## src/rtl/nmnf_pkg.sv

```systemverilog
package nmnf_pkg;

	localparam int FW_BITS  = 11;
	localparam int FH_BITS  = 13;
	localparam int THR_BITS = 16;
	localparam int PIX_BITS = 16;
	localparam int TAP_BITS = 4;
	localparam int NUM_TAPS = 9;
	localparam int CENTER_TAP = 4;

	localparam logic [1:0] REG_WIDTH     = 2'd0;
	localparam logic [1:0] REG_HEIGHT    = 2'd1;
	localparam logic [1:0] REG_THRESHOLD = 2'd2;

	typedef struct packed {
		logic                        action;
		logic signed [PIX_BITS-1:0]  pixel_value;
	} in_item_t;

	typedef struct packed {
		logic noisy;
		logic frame_end;
	} out_item_t;

	typedef enum logic [2:0] {
		S_IDLE,
		S_CHECK,
		S_READ,
		S_DIV,
		S_OUT
	} state_t;

	typedef struct packed {
		logic                accept;
		logic                clr;
		logic                rd_en;
		logic                acc_en;
		logic [TAP_BITS-1:0] tap;
		logic                div_init;
		logic                div_step;
		logic                emit;
	} cmd_t;

	typedef struct packed {
		logic ready;
		logic out_free;
	} sts_t;

endpackage

```

## src/rtl/nmnf_ctrl.sv

```systemverilog
module nmnf_ctrl
	import nmnf_pkg::*;
#(
	parameter int PIXEL_BITS = 16
) (
	input  logic   clk,
	input  logic   arst_n,
	input  logic   in_valid,
	output logic   in_stall,
	input  sts_t   sts,
	output cmd_t   cmd,
	output state_t state
);

	localparam int SW  = PIXEL_BITS + 4;
	localparam int CTW = $clog2(SW + 1);

	state_t state_q, state_d;
	logic [CTW-1:0] cnt_q, cnt_d;

	always_ff @(posedge clk or negedge arst_n) begin
		if (!arst_n) begin
			state_q <= S_IDLE;
			cnt_q   <= '0;
		end else begin
			state_q <= state_d;
			cnt_q   <= cnt_d;
		end
	end

	always_comb begin
		state_d  = state_q;
		cnt_d    = cnt_q;
		cmd      = '0;
		cmd.tap  = cnt_q[TAP_BITS-1:0];
		in_stall = 1'b1;
		case (state_q)
			S_IDLE: begin
				in_stall = 1'b0;
				if (in_valid) begin
					cmd.accept = 1'b1;
					state_d    = S_CHECK;
				end
			end
			S_CHECK: begin
				cnt_d = '0;
				if (sts.ready) begin
					cmd.clr = 1'b1;
					state_d = S_READ;
				end else begin
					state_d = S_IDLE;
				end
			end
			S_READ: begin
				// issue tap k, accumulate tap k-1 from the registered read
				cmd.rd_en  = (cnt_q < CTW'(NUM_TAPS));
				cmd.acc_en = (cnt_q != '0);
				cnt_d      = cnt_q + 1'b1;
				if (cnt_q == CTW'(NUM_TAPS)) begin
					cnt_d   = '0;
					state_d = S_DIV;
				end
			end
			S_DIV: begin
				cmd.div_init = (cnt_q == '0);
				cmd.div_step = (cnt_q != '0);
				cnt_d        = cnt_q + 1'b1;
				if (cnt_q == CTW'(SW)) begin
					cnt_d   = '0;
					state_d = S_OUT;
				end
			end
			S_OUT: begin
				if (sts.out_free) begin
					cmd.emit = 1'b1;
					state_d  = S_IDLE;
				end
			end
			default: begin
				state_d = S_IDLE;
			end
		endcase
	end

	assign state = state_q;

endmodule

```

## config.mk

```make
export PLATFORM = sky130hd
export DESIGN_NAME = nmnf_ctrl
export DESIGN_NICKNAME = d
export VERILOG_FILES = /design/src/rtl/nmnf_pkg.sv /design/src/rtl/nmnf_ctrl.sv
export SDC_FILE = /design/constraint.sdc
export NUM_CORES = 1
export LEC_CHECK = 0
export BUFFER_PORTS_ARGS = -buffer_cell sky130_fd_sc_hd__clkbuf_2
export CAP_MARGIN = 25
export CELL_PAD_IN_SITES_DETAIL_PLACEMENT = 2
export CELL_PAD_IN_SITES_GLOBAL_PLACEMENT = 2
export CORE_MARGIN = 2
export CORE_UTILIZATION = 30
export CTS_BUF_LIST = sky130_fd_sc_hd__clkbuf_4
export CTS_CLUSTER_SIZE = 16
export DETAILED_ROUTE_END_ITERATION = 8
export PLACE_DENSITY = 0.89
export SLEW_MARGIN = 20
export SYNTH_ARGS = -nofsm -noshare
export SYNTH_HDL_FRONTEND = slang
export SYNTH_SLANG_ARGS = --single-unit
```

## constraint.sdc

```tcl
create_clock -name clk -period 4.3 [get_ports clk]
set_input_delay 0.645 -clock clk [delete_from_list [all_inputs] [get_ports clk]]
set_output_delay 0.645 -clock clk [all_outputs]
set_load 0.1 [all_outputs]
```

* Word level (Yosys, flattened, before mapping) *
Index checks and enable logic that the tools add are counted.

word-level totals
  bits in registers = 8
  output and inout port bits = 15

operators by class
  add/sub/neg operators = 1
  magnitude comparators = 1
  eq/ne operators = 10
  mux-type cells = 18
  reduce and logical (&&, ||, !) cells = 5

operators by type and width
  kind                   count
  $pmux W3 S5            1
  $pmux W5 S3            1
  $mux W3                4
  $mux W5                2
  $ne A2 B2 Y1 const B   4
  $mux W1                7
  $eq A3 B2 Y1 const B   2
  $mux W2                3
  $add A5 B1 Y5 const B  1
  $eq A5 B4 Y1 const B   1
  $eq A5 B5 Y1 const B   1
  $logic_not A5 Y1       1
  $lt A5 B4 Y1 const B   1
  $reduce_bool A5 Y1     1
  $reduce_and A4 Y1      1
  $eq A3 B1 Y1 const B   1
  $eq A3 B3 Y1 const B   1
  $logic_not A3 Y1       1
  $reduce_bool A3 Y1     1

* Depth between registers and ports, before layout *
  word-level depth = 3
  gate-level depth with buffers = 6

* Worst setup path after synthesis *
OpenSTA, ideal clock, no wires.

  path kind = reg-to-output
  from = register state_q[1], in the netlist state[1]
  to = output port cmd[8] in the netlist's numbering
  arrival = 4.175 ns
  required time = 3.655 ns
  setup slack = -0.520 ns
  cell stages (with the launch flop) = 3
  path buffers = 0
  path through = dfrtp_1 or2b_1 nor4_1

RTL lines
  what                    line             text
  start, declared         nmnf_ctrl.sv:18  state_t state_q, state_d;
  start signal, assigned  nmnf_ctrl.sv:26  state_q <= state_d;
  end, declared           nmnf_ctrl.sv:11  output cmd_t cmd,

==> impl_metrics.prom <==
# TYPE chip_impl_metric gauge
chip_impl_metric{name="fin_crit",unit="ps"} 2710
chip_impl_metric{name="worst_skew_pair.late_latency",unit="ps"} 260
chip_impl_metric{name="yosys_warnings",unit=""} 0
chip_impl_metric{name="cp_data_required_time",unit="ps"} 3650
chip_impl_metric{name="place.detailed.instances",unit=""} 105
chip_impl_metric{name="grt_antenna_before_repair",unit=""} 0
chip_impl_info{name="layout_common_cells",value="19 x sky130_fd_sc_hd__clkbuf_2, 11 x sky130_fd_sc_hd__nand2_1, 8 x sky130_fd_sc_hd__dfrtp_1, 6 x sky130_fd_sc_hd__nor2_1, 4 x sky130_fd_sc_hd__inv_1"} 1
chip_impl_metric{name="final_cell_count_no_fill",unit=""} 108
chip_impl_metric{name="cts.sinks",unit=""} 8
chip_impl_metric{name="syn-cell-area",unit="um^2"} 574
chip_impl_metric{name="grtUsageTotal",unit=""} 0.166
chip_impl_info{name="clockRootBuffer",value="sky130_fd_sc_hd__clkbuf_4"} 1
chip_impl_metric{name="cts-root-to-sink-buffers",unit=""} 2
chip_impl_metric{name="worst-endpoint-arrival",unit="ps"} 2060
chip_impl_info{name="cts_tree",value="yes"} 1
chip_impl_info{name="worst_setup_path_startpoint",value="cnt_q[0]"} 1
chip_impl_metric{name="route.detailed.wl_per_inst",unit="um"} 14.6
chip_impl_metric{name="postSynthNetCount",unit=""} 76
chip_impl_metric{name="crit_path_max_fanout",unit=""} 8
chip_impl_metric{name="gp_routability_congestion",unit=""} 0.749
chip_impl_metric{name="fmax",unit="MHz"} 369
chip_impl_metric{name="fin_skew",unit="ps"} 2.60
chip_impl_info{name="layout.cells.most_common",value="sky130_fd_sc_hd__clkbuf_2"} 1
chip_impl_metric{name="synth_seq_area_share",unit=""} 0.349
chip_impl_metric{name="final_antenna_net_count",unit=""} 0
chip_impl_info{name="crit_path_start_kind",value="register"} 1
chip_impl_info{name="critPathKind",value="reg2out"} 1
chip_impl_metric{name="post_cts.resized_instances",unit=""} 0
chip_impl_metric{name="timing.final.crit_share",unit=""} 0.630
chip_impl_metric{name="area.growth.synth_to_final",unit="%"} 17.6
chip_impl_metric{name="grt_pass1_wl",unit="mm"} 2.58
chip_impl_info{name="main_combinational_cell_family_by_area_after_synthesis",value="simple AND/OR/NAND/NOR gates"} 1
chip_impl_metric{name="hold_viol",unit=""} 0
chip_impl_metric{name="synthSimpleGateAreaFrac",unit=""} 0.292
chip_impl_metric{name="number_of_endpoints_failing_setup_at_the_final_stage",unit=""} 0
chip_impl_metric{name="grt_max_degree",unit=""} 13
chip_impl_metric{name="drt_first_pass_iters",unit=""} 3
chip_impl_metric{name="via_per_inst",unit=""} 5.06
chip_impl_metric{name="initial_utilization",unit=""} 0.326
chip_impl_metric{name="cts_htree_levels",unit=""} 1
chip_impl_metric{name="cts_buffers",unit=""} 3
chip_impl_metric{name="synth.ff_latch_count",unit=""} 8
chip_impl_metric{name="io_pins",unit=""} 20
chip_impl_metric{name="core_area",unit="um^2"} 1760
chip_impl_metric{name="chipHeight",unit="um"} 47.8
chip_impl_metric{name="clkSlewWorstSetupHoldPaths",unit="ps"} 60
chip_impl_metric{name="maxSlewHeadroom",unit=""} 0.637
chip_impl_info{name="rsz0062_at_grt",value="no"} 1
chip_impl_metric{name="hpwl",unit="mm"} 1.23
chip_impl_metric{name="nets",unit=""} 93
chip_impl_metric{name="synth_mux_area_frac",unit=""} 0
chip_impl_metric{name="synthXorXnorAreaFrac",unit=""} 0.0153
chip_impl_metric{name="die_width",unit="um"} 47.8
chip_impl_metric{name="total_count_of_max_transition_violations_in_the_final_report",unit=""} 0
chip_impl_metric{name="drc",unit=""} 0
chip_impl_metric{name="die_area",unit="um^2"} 2280
chip_impl_metric{name="cts_hold_buf",unit=""} 0
chip_impl_metric{name="max_cap_viol_count",unit=""} 0
chip_impl_info{name="run_status",value="completed"} 1
chip_impl_metric{name="layout-drive-gt1-share",unit=""} 0.325
chip_impl_metric{name="port_buffers",unit=""} 19
chip_impl_info{name="worstSetupEndpointType",value="output port"} 1
chip_impl_metric{name="worst_hold_slack",unit="ps"} 225
chip_impl_info{name="min_path_type",value="in2async"} 1
chip_impl_metric{name="finalWirelength",unit="mm"} 1.58
chip_impl_metric{name="avgSynthCellArea",unit="um^2"} 8.45
chip_impl_metric{name="drt_first_iter_violations",unit=""} 11
chip_impl_metric{name="num-fill-cells",unit=""} 228
chip_impl_metric{name="vias_in_the_first_global_route",unit=""} 557
chip_impl_metric{name="postSynthCellCount",unit=""} 68
chip_impl_metric{name="fp-row-count",unit=""} 15
chip_impl_metric{name="netlist-cell-type-count",unit=""} 29
chip_impl_metric{name="tightestPinTransition",unit="ps"} 546
chip_impl_metric{name="detailroute.via_count",unit=""} 546
chip_impl_metric{name="synth-compound-area-share",unit=""} 0.159
chip_impl_metric{name="antennaDiodeCount",unit=""} 0
chip_impl_metric{name="synth_fa_ha_area_frac",unit=""} 0.0654
chip_impl_metric{name="post_cts.repair.setup_buffers",unit=""} 0
chip_impl_metric{name="timing.setup.tns",unit="ps"} 0
chip_impl_info{name="critical_path.reg2reg.startpoint",value="cnt_q[0]"} 1
chip_impl_metric{name="grt_overflow",unit=""} 0
-- flip-flops by register name, indices dropped and copies added, names as in the netlist --
register,count
state,3
cnt_q,5
-- routing by layer --
layer / wire length [um] / GRT usage / vias to the layer above
met3: 33 / 0.0340 / 0
met2: 813 / 0.272 / 10
met4: 0 / 0.0649 / 0
li1: - / - / 264
met1: 728 / 0.214 / 272
met5: 0 / 0 / -
-- cell type report --
| cell class | count | area, um^2 | share of cell area |
|---|---|---|---|
| tap | 25 | 31.3 | 0.0463 |
| multi-input combinational | 49 | 312 | 0.461 |
| sequential | 8 | 200 | 0.296 |
| clock buffer | 3 | 22.5 | 0.0333 |
| timing repair buffer | 19 | 95.1 | 0.141 |
| inverter | 4 | 15.0 | 0.0222 |
-- critical path: stages (launching register included) --
cell and delay [ps]:
sky130_fd_sc_hd__dfrtp_1 460, sky130_fd_sc_hd__inv_1 90, sky130_fd_sc_hd__ha_1 160, sky130_fd_sc_hd__nor4b_1 410, sky130_fd_sc_hd__and3_1 230, sky130_fd_sc_hd__clkbuf_2 450
-- cell usage after synthesis, drive strengths merged --
cell	instances	area [um^2]
a21oi	2	10.0
a22oi	1	7.51
a32o	1	10.0
and2b	1	7.51
and3	2	12.5
and4b	1	11.3
buf	6	48.8
clkbuf	1	5.00
dfrtp	8	200
ha	3	37.5
inv	4	15.0
nand2	11	41.3
nand3	3	15.0
nor2	6	22.5
nor2b	1	6.26
nor3	2	10.0
nor4	2	12.5
nor4b	1	8.76
o21ai	4	20.0
o22ai	1	6.26
o311ai	1	16.3
o31a	1	10.0
o41a	1	11.3
or2	1	6.26
or2b	1	7.51
or3	1	6.26
xor2	1	8.76
-- through the flow --
stage          setup WS (ps)  cell area, um^2  utilization
6_report                1590              676        0.383
5_1_grt                 1490              676        0.383
4_1_cts                 1560              676        0.383
3_5_place_dp            1840              653        0.370
3_3_place_gp            1980              653        0.370
2_1_floorplan            301              581            -
-- path summary, 6_finish.rpt --
| check | slack (ps) | end | cells past startpoint |
|---|---|---|---|
| max | 1590 | cmd[2] | 5 |
| min | 220 | cnt_q[3] | 1 |
| max reg2reg | 2670 | cnt_q[2] | 6 |
| min reg2reg | 590 | state[0] | 1 |
| max in group asynchronous | 3890 | state[0] | 1 |
| min in group clk | 590 | state[0] | 1 |
-- cells by family (layout without fill, tap and decap cells) --
logic type	count (synthesis)	in the layout
AO/OA/AOI/OAI	12	12
XOR/XNOR	1	1
adder cells (fa/ha/maj)	3	3
buffers and inverters	11	26
flip-flops	8	8
AND/OR/NAND/NOR	33	33
Power is not shown: default switching activity piles up to over one toggle a cycle in this logic, so the estimate is an artifact.
